File: config.mk
export PLATFORM = sky130hd
export DESIGN_NAME = polygon_area_bbox_reduce_core
export DESIGN_NICKNAME = d
export VERILOG_FILES = /design/src/rtl/pabr_pkg.sv /design/src/rtl/pabr_front.sv /design/src/rtl/pabr_accum.sv /design/src/rtl/polygon_area_bbox_reduce_core.sv
export SDC_FILE = /design/constraint.sdc
export NUM_CORES = 2
export LEC_CHECK = 0
export BUFFER_PORTS_ARGS = -buffer_cell sky130_fd_sc_hd__buf_2
export CORE_ASPECT_RATIO = 1.4
export CORE_MARGIN = 2
export CORE_UTILIZATION = 50
export DETAILED_ROUTE_END_ITERATION = 7
export PLACE_DENSITY = 0.74
export SLEW_MARGIN = 5
export SYNTH_ARGS = -nofsm -noshare
export SYNTH_HDL_FRONTEND = slang
export SYNTH_SLANG_ARGS = --single-unit
File: constraint.sdc
create_clock -name clk -period 9.5 [get_ports clk]
set_input_delay 0.95 -clock clk [delete_from_list [all_inputs] [get_ports clk]]
set_output_delay 0.95 -clock clk [all_outputs]
set_load 0.05 [all_outputs]
File: src/rtl/pabr_pkg.sv
package pabr_pkg;

	// Default geometry of the block
	localparam int DEF_MAX_VERTICES = 1024;
	localparam int DEF_COORD_BITS   = 16;

	// Fixed result field widths
	localparam int AREA_W  = 44;
	localparam int INDEX_W = 10;
	localparam int TOTAL_W = 11;

	// Control that travels with a vertex between the front end and the accumulator
	typedef struct packed {
		logic valid;
		logic first;
		logic last;
	} pabr_ctl_t;

endpackage

File: src/rtl/pabr_front.sv
module pabr_front
	import pabr_pkg::*;
#(
	parameter int COORD_BITS = DEF_COORD_BITS
) (
	input  logic                         clk,
	input  logic                         arst_n,
	input  logic                         vertex_valid,
	output logic                         vertex_stall,
	input  logic signed [COORD_BITS-1:0] x_coord,
	input  logic signed [COORD_BITS-1:0] y_coord,
	input  logic                         is_last,
	input  logic                         take_s2,
	output pabr_ctl_t                    ctl_s2,
	output logic signed [COORD_BITS-1:0] cur_x_s2,
	output logic signed [COORD_BITS-1:0] cur_y_s2,
	output logic signed [AREA_W-1:0]     edge_term_s2,
	output logic signed [AREA_W-1:0]     close_term_s2
);

	localparam int SUM_W  = COORD_BITS + 1;
	localparam int PROD_W = 2 * SUM_W;

	logic                         start_q;
	logic signed [COORD_BITS-1:0] prev_x_q, prev_y_q, first_x_q, first_y_q;

	logic                         valid_s1, first_s1, last_s1;
	logic signed [COORD_BITS-1:0] x_s1, y_s1, px_s1, py_s1, fx_s1, fy_s1;

	logic                         valid_s2, first_s2, last_s2;

	logic                         accept, move_s12;
	logic signed [SUM_W-1:0]      edge_sx, edge_dy, close_sx, close_dy;
	logic signed [PROD_W-1:0]     edge_prod, close_prod;

	// Handshake: stage one empties into stage two when that one is free or drains
	assign move_s12     = valid_s1 && (!valid_s2 || take_s2);
	assign vertex_stall = valid_s1 && !move_s12;
	assign accept       = vertex_valid && !vertex_stall;

	// Track ring start, previous and first vertex at the input beat
	always_ff @(posedge clk or negedge arst_n) begin
		if (!arst_n) begin
			start_q   <= 1'b1;
			prev_x_q  <= '0;
			prev_y_q  <= '0;
			first_x_q <= '0;
			first_y_q <= '0;
		end else if (accept) begin
			start_q  <= is_last;
			prev_x_q <= x_coord;
			prev_y_q <= y_coord;
			if (start_q) begin
				first_x_q <= x_coord;
				first_y_q <= y_coord;
			end
		end
	end

	// Stage one: register the beat with its neighbors
	always_ff @(posedge clk or negedge arst_n) begin
		if (!arst_n) begin
			valid_s1 <= 1'b0;
		end else if (accept) begin
			valid_s1 <= 1'b1;
		end else if (move_s12) begin
			valid_s1 <= 1'b0;
		end
	end

	always_ff @(posedge clk) begin
		if (accept) begin
			x_s1     <= x_coord;
			y_s1     <= y_coord;
			px_s1    <= prev_x_q;
			py_s1    <= prev_y_q;
			fx_s1    <= start_q ? x_coord : first_x_q;
			fy_s1    <= start_q ? y_coord : first_y_q;
			first_s1 <= start_q;
			last_s1  <= is_last;
		end
	end

	// Shoelace products for the incoming edge and the closing edge
	assign edge_sx    = SUM_W'(px_s1) + SUM_W'(x_s1);
	assign edge_dy    = SUM_W'(y_s1) - SUM_W'(py_s1);
	assign close_sx   = SUM_W'(x_s1) + SUM_W'(fx_s1);
	assign close_dy   = SUM_W'(fy_s1) - SUM_W'(y_s1);
	assign edge_prod  = PROD_W'(edge_sx) * PROD_W'(edge_dy);
	assign close_prod = PROD_W'(close_sx) * PROD_W'(close_dy);

	// Stage two: hold the products for the accumulator
	always_ff @(posedge clk or negedge arst_n) begin
		if (!arst_n) begin
			valid_s2 <= 1'b0;
		end else if (move_s12) begin
			valid_s2 <= 1'b1;
		end else if (take_s2) begin
			valid_s2 <= 1'b0;
		end
	end

	always_ff @(posedge clk) begin
		if (move_s12) begin
			first_s2      <= first_s1;
			last_s2       <= last_s1;
			cur_x_s2      <= x_s1;
			cur_y_s2      <= y_s1;
			edge_term_s2  <= first_s1 ? '0 : AREA_W'(edge_prod);
			close_term_s2 <= AREA_W'(close_prod);
		end
	end

	assign ctl_s2 = '{valid: valid_s2, first: first_s2, last: last_s2};

endmodule

File: src/rtl/pabr_accum.sv
module pabr_accum
	import pabr_pkg::*;
#(
	parameter int MAX_VERTICES = DEF_MAX_VERTICES,
	parameter int COORD_BITS   = DEF_COORD_BITS
) (
	input  logic                         clk,
	input  logic                         arst_n,
	input  pabr_ctl_t                    ctl_s2,
	input  logic signed [COORD_BITS-1:0] cur_x_s2,
	input  logic signed [COORD_BITS-1:0] cur_y_s2,
	input  logic signed [AREA_W-1:0]     edge_term_s2,
	input  logic signed [AREA_W-1:0]     close_term_s2,
	output logic                         take_s2,
	output logic                         result_valid,
	input  logic                         result_stall,
	output logic signed [AREA_W-1:0]     area_doubled,
	output logic                         is_ccw,
	output logic signed [COORD_BITS-1:0] box_min_x,
	output logic signed [COORD_BITS-1:0] box_min_y,
	output logic signed [COORD_BITS-1:0] box_max_x,
	output logic signed [COORD_BITS-1:0] box_max_y,
	output logic [INDEX_W-1:0]           hull_index,
	output logic [TOTAL_W-1:0]           vertex_total,
	output logic                         too_many
);

	localparam int CNT_W = $clog2(MAX_VERTICES + 1);

	logic signed [AREA_W-1:0]     area_q;
	logic signed [COORD_BITS-1:0] min_x_q, min_y_q, max_x_q, max_y_q, best_x_q, best_y_q;
	logic [INDEX_W-1:0]           best_idx_q;
	logic [CNT_W-1:0]             count_q;
	logic                         over_q;

	logic signed [AREA_W-1:0]     area_run, area_fin;
	logic signed [COORD_BITS-1:0] min_x_nx, min_y_nx, max_x_nx, max_y_nx, best_x_nx, best_y_nx;
	logic [INDEX_W-1:0]           best_idx_nx;
	logic [CNT_W-1:0]             count_nx;
	logic                         over_nx, room, better, emit;

	// A non-final beat never waits on the result register
	assign take_s2 = ctl_s2.valid && (!ctl_s2.last || !result_valid || !result_stall);
	assign emit    = take_s2 && ctl_s2.last;

	// Next accumulator values for this vertex
	always_comb begin
		room     = count_q < CNT_W'(MAX_VERTICES);
		better   = (cur_x_s2 < best_x_q) || ((cur_x_s2 == best_x_q) && (cur_y_s2 < best_y_q));
		area_run = (ctl_s2.first ? '0 : area_q) + edge_term_s2;
		area_fin = area_run + close_term_s2;
		if (ctl_s2.first) begin
			min_x_nx    = cur_x_s2;
			min_y_nx    = cur_y_s2;
			max_x_nx    = cur_x_s2;
			max_y_nx    = cur_y_s2;
			best_x_nx   = cur_x_s2;
			best_y_nx   = cur_y_s2;
			best_idx_nx = '0;
		end else begin
			min_x_nx    = (cur_x_s2 < min_x_q) ? cur_x_s2 : min_x_q;
			min_y_nx    = (cur_y_s2 < min_y_q) ? cur_y_s2 : min_y_q;
			max_x_nx    = (cur_x_s2 > max_x_q) ? cur_x_s2 : max_x_q;
			max_y_nx    = (cur_y_s2 > max_y_q) ? cur_y_s2 : max_y_q;
			best_x_nx   = best_x_q;
			best_y_nx   = best_y_q;
			best_idx_nx = best_idx_q;
			if (room && better) begin
				best_x_nx   = cur_x_s2;
				best_y_nx   = cur_y_s2;
				best_idx_nx = INDEX_W'(count_q);
			end
		end
		count_nx = room ? count_q + 1'b1 : count_q;
		over_nx  = over_q || !room;
	end

	// Advance the running sums; clear count and overflow at the end of a ring
	always_ff @(posedge clk or negedge arst_n) begin
		if (!arst_n) begin
			count_q <= '0;
			over_q  <= 1'b0;
		end else if (take_s2) begin
			count_q <= ctl_s2.last ? '0 : count_nx;
			over_q  <= ctl_s2.last ? 1'b0 : over_nx;
		end
	end

	always_ff @(posedge clk) begin
		if (take_s2) begin
			area_q     <= area_run;
			min_x_q    <= min_x_nx;
			min_y_q    <= min_y_nx;
			max_x_q    <= max_x_nx;
			max_y_q    <= max_y_nx;
			best_x_q   <= best_x_nx;
			best_y_q   <= best_y_nx;
			best_idx_q <= best_idx_nx;
		end
	end

	// Result register: load on the last vertex, hold while stalled
	always_ff @(posedge clk or negedge arst_n) begin
		if (!arst_n) begin
			result_valid <= 1'b0;
		end else if (emit) begin
			result_valid <= 1'b1;
		end else if (!result_stall) begin
			result_valid <= 1'b0;
		end
	end

	always_ff @(posedge clk) begin
		if (emit) begin
			area_doubled <= area_fin;
			is_ccw       <= !area_fin[AREA_W-1] && (area_fin != '0);
			box_min_x    <= min_x_nx;
			box_min_y    <= min_y_nx;
			box_max_x    <= max_x_nx;
			box_max_y    <= max_y_nx;
			hull_index   <= best_idx_nx;
			vertex_total <= TOTAL_W'(count_nx);
			too_many     <= over_nx;
		end
	end

endmodule

File: src/rtl/polygon_area_bbox_reduce_core.sv
// Shoelace area and bounding box of one closed polygon.
// Input channel (vertex_valid / vertex_stall): one vertex per beat in ring
// order, signed x_coord and y_coord, is_last high on the final vertex.
// Output channel (result_valid / result_stall): one beat per ring carrying
// the doubled signed area, its orientation, the bounding box, the index of
// the leftmost-then-lowest vertex, the vertex count and the overflow flag.
// Throughput: one vertex per cycle while the input is not stalled; a beat of a
// new ring may follow the last beat of the previous ring in the next cycle.
// After the last vertex is accepted, the result beat passes through the input
// register, the product register and the result register.
// The two multipliers of the product stage set the cycle time.
// Reset clears all valid flags and starts a fresh ring.
// When the receiver stalls, the result is held; vertices that do not end a
// ring keep flowing, and the input stalls only when a second finished ring
// reaches the full result register.
module polygon_area_bbox_reduce_core
	import pabr_pkg::*;
#(
	parameter int MAX_VERTICES = DEF_MAX_VERTICES,
	parameter int COORD_BITS   = DEF_COORD_BITS
) (
	input  logic                         clk,
	input  logic                         arst_n,
	input  logic                         vertex_valid,
	output logic                         vertex_stall,
	input  logic signed [COORD_BITS-1:0] x_coord,
	input  logic signed [COORD_BITS-1:0] y_coord,
	input  logic                         is_last,
	output logic                         result_valid,
	input  logic                         result_stall,
	output logic signed [AREA_W-1:0]     area_doubled,
	output logic                         is_ccw,
	output logic signed [COORD_BITS-1:0] box_min_x,
	output logic signed [COORD_BITS-1:0] box_min_y,
	output logic signed [COORD_BITS-1:0] box_max_x,
	output logic signed [COORD_BITS-1:0] box_max_y,
	output logic [INDEX_W-1:0]           hull_index,
	output logic [TOTAL_W-1:0]           vertex_total,
	output logic                         too_many
);

	pabr_ctl_t                    ctl_s2;
	logic                         take_s2;
	logic signed [COORD_BITS-1:0] cur_x_s2, cur_y_s2;
	logic signed [AREA_W-1:0]     edge_term_s2, close_term_s2;

	// Input register and edge products
	pabr_front #(
		.COORD_BITS(COORD_BITS)
	) u_front (
		.clk          (clk),
		.arst_n       (arst_n),
		.vertex_valid (vertex_valid),
		.vertex_stall (vertex_stall),
		.x_coord      (x_coord),
		.y_coord      (y_coord),
		.is_last      (is_last),
		.take_s2      (take_s2),
		.ctl_s2       (ctl_s2),
		.cur_x_s2     (cur_x_s2),
		.cur_y_s2     (cur_y_s2),
		.edge_term_s2 (edge_term_s2),
		.close_term_s2(close_term_s2)
	);

	// Running sums, box, hull vertex and result register
	pabr_accum #(
		.MAX_VERTICES(MAX_VERTICES),
		.COORD_BITS  (COORD_BITS)
	) u_accum (
		.clk          (clk),
		.arst_n       (arst_n),
		.ctl_s2       (ctl_s2),
		.cur_x_s2     (cur_x_s2),
		.cur_y_s2     (cur_y_s2),
		.edge_term_s2 (edge_term_s2),
		.close_term_s2(close_term_s2),
		.take_s2      (take_s2),
		.result_valid (result_valid),
		.result_stall (result_stall),
		.area_doubled (area_doubled),
		.is_ccw       (is_ccw),
		.box_min_x    (box_min_x),
		.box_min_y    (box_min_y),
		.box_max_x    (box_max_x),
		.box_max_y    (box_max_y),
		.hull_index   (hull_index),
		.vertex_total (vertex_total),
		.too_many     (too_many)
	);

endmodule
# Yosys cells after proc, flatten, opt, wreduce, memory -nomap -nowiden
# Index checks and enable logic that the tools add are counted.
dict set report classes {
  order_cmp 7
  n_eq_ne 2
  muxes 26
  n_reduce_logical 26
  multipliers 2
  addsub 7
}
# operator n
set op_table {}
lappend op_table {{$mux W16} 14}
lappend op_table {{$mul A17 B17 Y34} 2}
lappend op_table {{$lt A16 B16 Y1} 4}
lappend op_table {{$add A44 B34 Y44} 1}
lappend op_table {{$add A44 B44 Y44} 1}
lappend op_table {{$mux W44} 1}
lappend op_table {{$reduce_bool A44 Y1} 1}
lappend op_table {{$add A16 B16 Y17} 2}
lappend op_table {{$sub A16 B16 Y17} 2}
lappend op_table {{$gt A16 B16 Y1} 2}
lappend op_table {{$mux W11} 2}
lappend op_table {{$mux W10} 2}
lappend op_table {{$eq A16 B16 Y1} 1}
lappend op_table {{$add A11 B1 Y11 const B} 1}
lappend op_table {{$lt A11 B11 Y1 const B} 1}
lappend op_table {{$logic_and A1 B1 Y1} 8}
lappend op_table {{$logic_not A1 Y1} 8}
lappend op_table {{$mux W1} 7}
lappend op_table {{$reduce_bool A2 Y1} 3}
lappend op_table {{$logic_or A1 B1 Y1} 5}
lappend op_table {{$ne A2 B1 Y1 const B} 1}
lappend op_table {{$reduce_and A2 Y1} 1}
dict set report totals {
  word_cells 111
  regBits 561
  input_bits 37
}

# Depth between registers and ports, before layout
dict set report depth {
  word_depth 11
  ltp_mapped 39
  depth_no_buf 38
}

# Modules after synthesis
# From an unflattened synthesis, not the netlist that was laid out.
dict set report hier_totals {
  cells_unflattened 4768
  hier_area_um2 51180.3
}
# mod instances area_each_um2 cells_each
set by_module_without_submodules {}
lappend by_module_without_submodules {pabr_front 1 33701.1 3265}
lappend by_module_without_submodules {pabr_accum 1 17479.3 1503}

# Worst setup path before layout
# Ideal clock, no wire load.
dict set report synth_timing {
  path_type {register to register}
  from {register u_front.x_s1[0]}
  to {register u_front.edge_term_s2[31] (data pin)}
  arrival_ns 8.759
  stages_incl_launch_ff 36
  slack_ns 0.475
  n_path_buf 1
  path_cell_list {edfxtp_1 ha_1 fa_1 a21o_1 a21oi_1 o21bai_1 a21oi_1 o21bai_1 a21oi_1 o21ai_0 o21a_1 nor2_1 xnor2_1 clkbuf_1 nand2_1 fa_1 inv_1 fa_1 fa_1 fa_1 inv_1 fa_1 inv_1 fa_1 ha_1 and3_1 a22o_1 a311oi_1 o21ai_0 o211a_1 a211oi_1 nor3_1 a211o_1 a21oi_1 xor2_1 nor2_1}
}
dict set report synth_via {
  elab_chain_len 2
}
# element line_no
set synth_rtl {}
lappend synth_rtl {{start: declaration} pabr_front.sv:28} ;# logic signed [COORD_BITS-1:0] x_s1, y_s1, px_s1, py_s1, fx_s1, fy_s1;
lappend synth_rtl {{start signal: assignment} pabr_front.sv:73} ;# x_s1 <= x_coord;
lappend synth_rtl {{$add A16 B16 Y17} pabr_front.sv:85} ;# assign edge_sx = SUM_W'(px_s1) + SUM_W'(x_s1);
lappend synth_rtl {{$mul A17 B17 Y34} pabr_front.sv:89} ;# assign edge_prod = PROD_W'(edge_sx) * PROD_W'(edge_dy);
lappend synth_rtl {{end signal: assignment} pabr_front.sv:109} ;# edge_term_s2 <= first_s1 ? '0 : AREA_W'(edge_prod);
lappend synth_rtl {{end: declaration} pabr_front.sv:17} ;# output logic signed [AREA_W-1:0] edge_term_s2,
# Every way passes these cells.
# A chain may end at the register's enable or synchronous reset.

# Final worst setup path
dict set report layout_timing {
  from {register u_front.x_s1[0]}
  to {register u_front.close_term_s2[33] (netlist name)}
}
dict set report layout_via {
  elab_chain_len 2
}
# element line_no
set layout_rtl {}
lappend layout_rtl {{$add A16 B16 Y17} pabr_front.sv:87} ;# assign close_sx = SUM_W'(x_s1) + SUM_W'(fx_s1);
lappend layout_rtl {{$mul A17 B17 Y34} pabr_front.sv:90} ;# assign close_prod = PROD_W'(close_sx) * PROD_W'(close_dy);
lappend layout_rtl {{named net u_front.close_prod[33]} pabr_front.sv:34} ;# logic signed [PROD_W-1:0] edge_prod, close_prod;
# The timed path passes the listed nets, and every way through them passes these cells.

==> out/qor.yml <==
maxCapViolCount: 0
final_antenna_net_count: 0
reg2reg_depth: 36
cts_tree: "yes"
syn_avg_cell_area_um2: 10.71
dp_hpwl_mm: 100.4
start_util_pct: 50.53
fp.dieW_um: 272.4
yosysWarnings: 0
finalHoldViolations: 0
ys_seq_area_share_pct: 32.63
fp-row-count: 137
drtPass1Iterations: 5
route.detailed.drc: 0
instances_no_fill: 6272
cts_buffers: 53
worst_pin_slew_ps: 1247
syn_area_um2: 50410
grt.overflow.total: 0
fp.coreArea_um2: 99760
drt_iter0_markers: 2371
gp_congestion: 0.9555
cts_root_buf: "clkbuf_16"
slew_headroom_pct: 16.28
vias: 34800
hold_ws_ps: 143.6
cp_data_arrival_time_ps: 9420
drt-total-wl_mm: 126.3
ys_types: 84
syn_nets: 5756
fin_crit_sh_pct: 95.14
yosysMostFrequentCell: "inv_1"
cp_data_required_time_ps: 9880
dieHeight_um: 379.7
max_freq_ghz: 0.1106
cts.sinks: 561
synth.top_cell.area_share_pct: 28.65
crit_buf_inv: 7
drt-wirelength-per-cell_um: 20.14
period_needed_ps: 9039
antenna_found_initial: 10
h-tree-depth: 2
dp_cells: 6161
drv_slew: 0
ys_seq_elements: 561
grt_start_max_net_pins: 96
postSynthCellCount: 4707
skew_ps: 22.86
synth_edf_count: 481
path_max_fanout: 5
io_buffers: 169
r2r-end: "u_front.close_term_s2[33]"
cp-start-kind: "register"
area_delta_synth_final_pct: 9.355
clockBufferDepth: 3
rr_startpoint: "u_front.x_s1[0]"
slowest_stage: "fa_1"
ys.flop_type: "edfxtp_1"
setup_viol: 0
yosysTopAreaCell: "edfxtp_1"
grt_pass1_vias: 37100
synth_common_cells: "779 x inv_1, 599 x fa_1, 488 x nand2_1"
rrSetupSlack_ps: 460
path_clk_slew_ps: 70
outcome: "completed"
clk_latency_ps: 650
drive_gt1_share_pct: 11.15
nets: 5948
grt_pass1_wl_mm: 200.8
holdCritPathClass: "in2async"
grt_use_total_pct: 24.97
async_reset_ff_share_pct: 14.26
fin_setup_tns_ps: 0
slowest_delay_ps: 560
endpoint_kind: "register"
critPathKind: "reg2reg"
ioPinCount: 170
dieArea_um2: 103400
critical-path-top-delay-family: "adder cells"
synth_area_leaders: "edfxtp_1 29%, fa_1 24%, ha_1 10%"
vias_per_cell: 5.549
worst reg2reg max path, delay by kind of cell, from the launching register on:
kind / cells / cell delay (ps)
simple gates: 6 / 1100
xor+xnor: 2 / 280
compound gates: 12 / 2370
buf+inv: 7 / 550
flops: 1 / 420
fa+ha+maj: 9 / 4100
per-layer routing:
metal | routed length (µm) | vias to the layer above | global-route usage, %
met4 | 8132 | 0 | 14.23
met5 | 0 | - | 0
met3 | 5818 | 382 | 2.553
met2 | 65440 | 1057 | 44.89
met1 | 46920 | 17490 | 28.82
li1 | - | 15870 | -
area by class of cell:
cell class | instances | area, µm²
Inverter | 780 | 2938
Antenna cell | 11 | 27.53
Multi-Input combinational cell | 3243 | 30770
Timing Repair Buffer | 260 | 1531
Clock buffer | 69 | 1416
Fill cell | 8484 | 44640
Clock inverter | 28 | 349.1
Tap cell | 1320 | 1652
Sequential cell | 561 | 16450
logic make-up (layout without fill, tap and decap cells):
| logic type | after synthesis | in the layout | share of synthesized area, % |
|---|---|---|---|
| AO/OA/AOI/OAI | 619 | 619 | 8.188 |
| flip-flops | 561 | 561 | 32.63 |
| buffers and inverters | 903 | 1137 | 6.748 |
| other | 0 | 11 | 0 |
| AND/OR/NAND/NOR | 1248 | 1248 | 11.38 |
| adder cells (fa/ha/maj) | 1012 | 1012 | 34.04 |
| XOR/XNOR | 224 | 224 | 3.919 |
| multiplexers | 140 | 140 | 3.100 |
layout by cell type (no fill, tap or decap), types with 13 or more instances in the layout:
master	count
inv_1	777
fa_1	597
nand2_1	487
edfxtp_1	481
ha_1	412
nor2_1	312
a21oi_1	169
buf_2	168
xnor2_1	153
mux2_2	129
and2_1	105
o21ai_0	98
buf_4	92
nor2b_1	89
a21o_1	89
dfrtp_1	79
xor2_1	63
clkbuf_16	53
nand3_1	49
nor3_1	43
o21a_1	42
nand2b_1	35
o21bai_1	31
nand4_1	26
or2_2	25
and3_1	24
a211oi_1	24
a31oi_1	18
or3_1	15
o211ai_1	13
clkbuf_1	13
how the worst max path moves through the flow:
| stage | depth (start not counted) | startpoint | to | slack (ps) |
|---|---|---|---|---|
| floorplan | 35 | u_front.x_s1[0] | u_front.edge_term_s2[31] | 480 |
| global placement | 36 | u_front.x_s1[0] | u_front.close_term_s2[33] | 150 |
| detailed placement | 36 | u_front.x_s1[0] | u_front.close_term_s2[33] | 10 |
| CTS | 36 | u_front.x_s1[0] | u_front.close_term_s2[33] | 20 |
| global route | 34 | u_front.y_s1[1] | u_front.close_term_s2[33] | -10 |
| finish | 36 | u_front.x_s1[0] | u_front.close_term_s2[33] | 460 |
state kept, by name (all words and copies together) (netlist names), 34 cells and up:
register,flops
u_accum.area_q,44
u_front.close_term_s2,34
u_front.edge_term_s2,34
u_accum.area_doubled,44
timing repair:
item                                    in CTS  in global routing
endpoints found under the setup margin       1                 15
hold buffers                                 0                  0
hold endpoints to repair                     0                  0
setup buffers                                0                  3
pin swaps                                    0                  5
gates resized for setup                      1                 32
through the flow:
step	worst slack (ps)	utilization [%]	area (µm²)
global route	-13.03	55.26	55130
floorplan	475.3	-	50410
CTS	23.85	55.08	54950
global placement	145.5	53.30	53180
finish	461.3	55.26	55130
detailed placement	14.77	53.30	53180
Power is not shown: default switching activity piles up to over one toggle a cycle in this logic, so the estimate is an artifact.
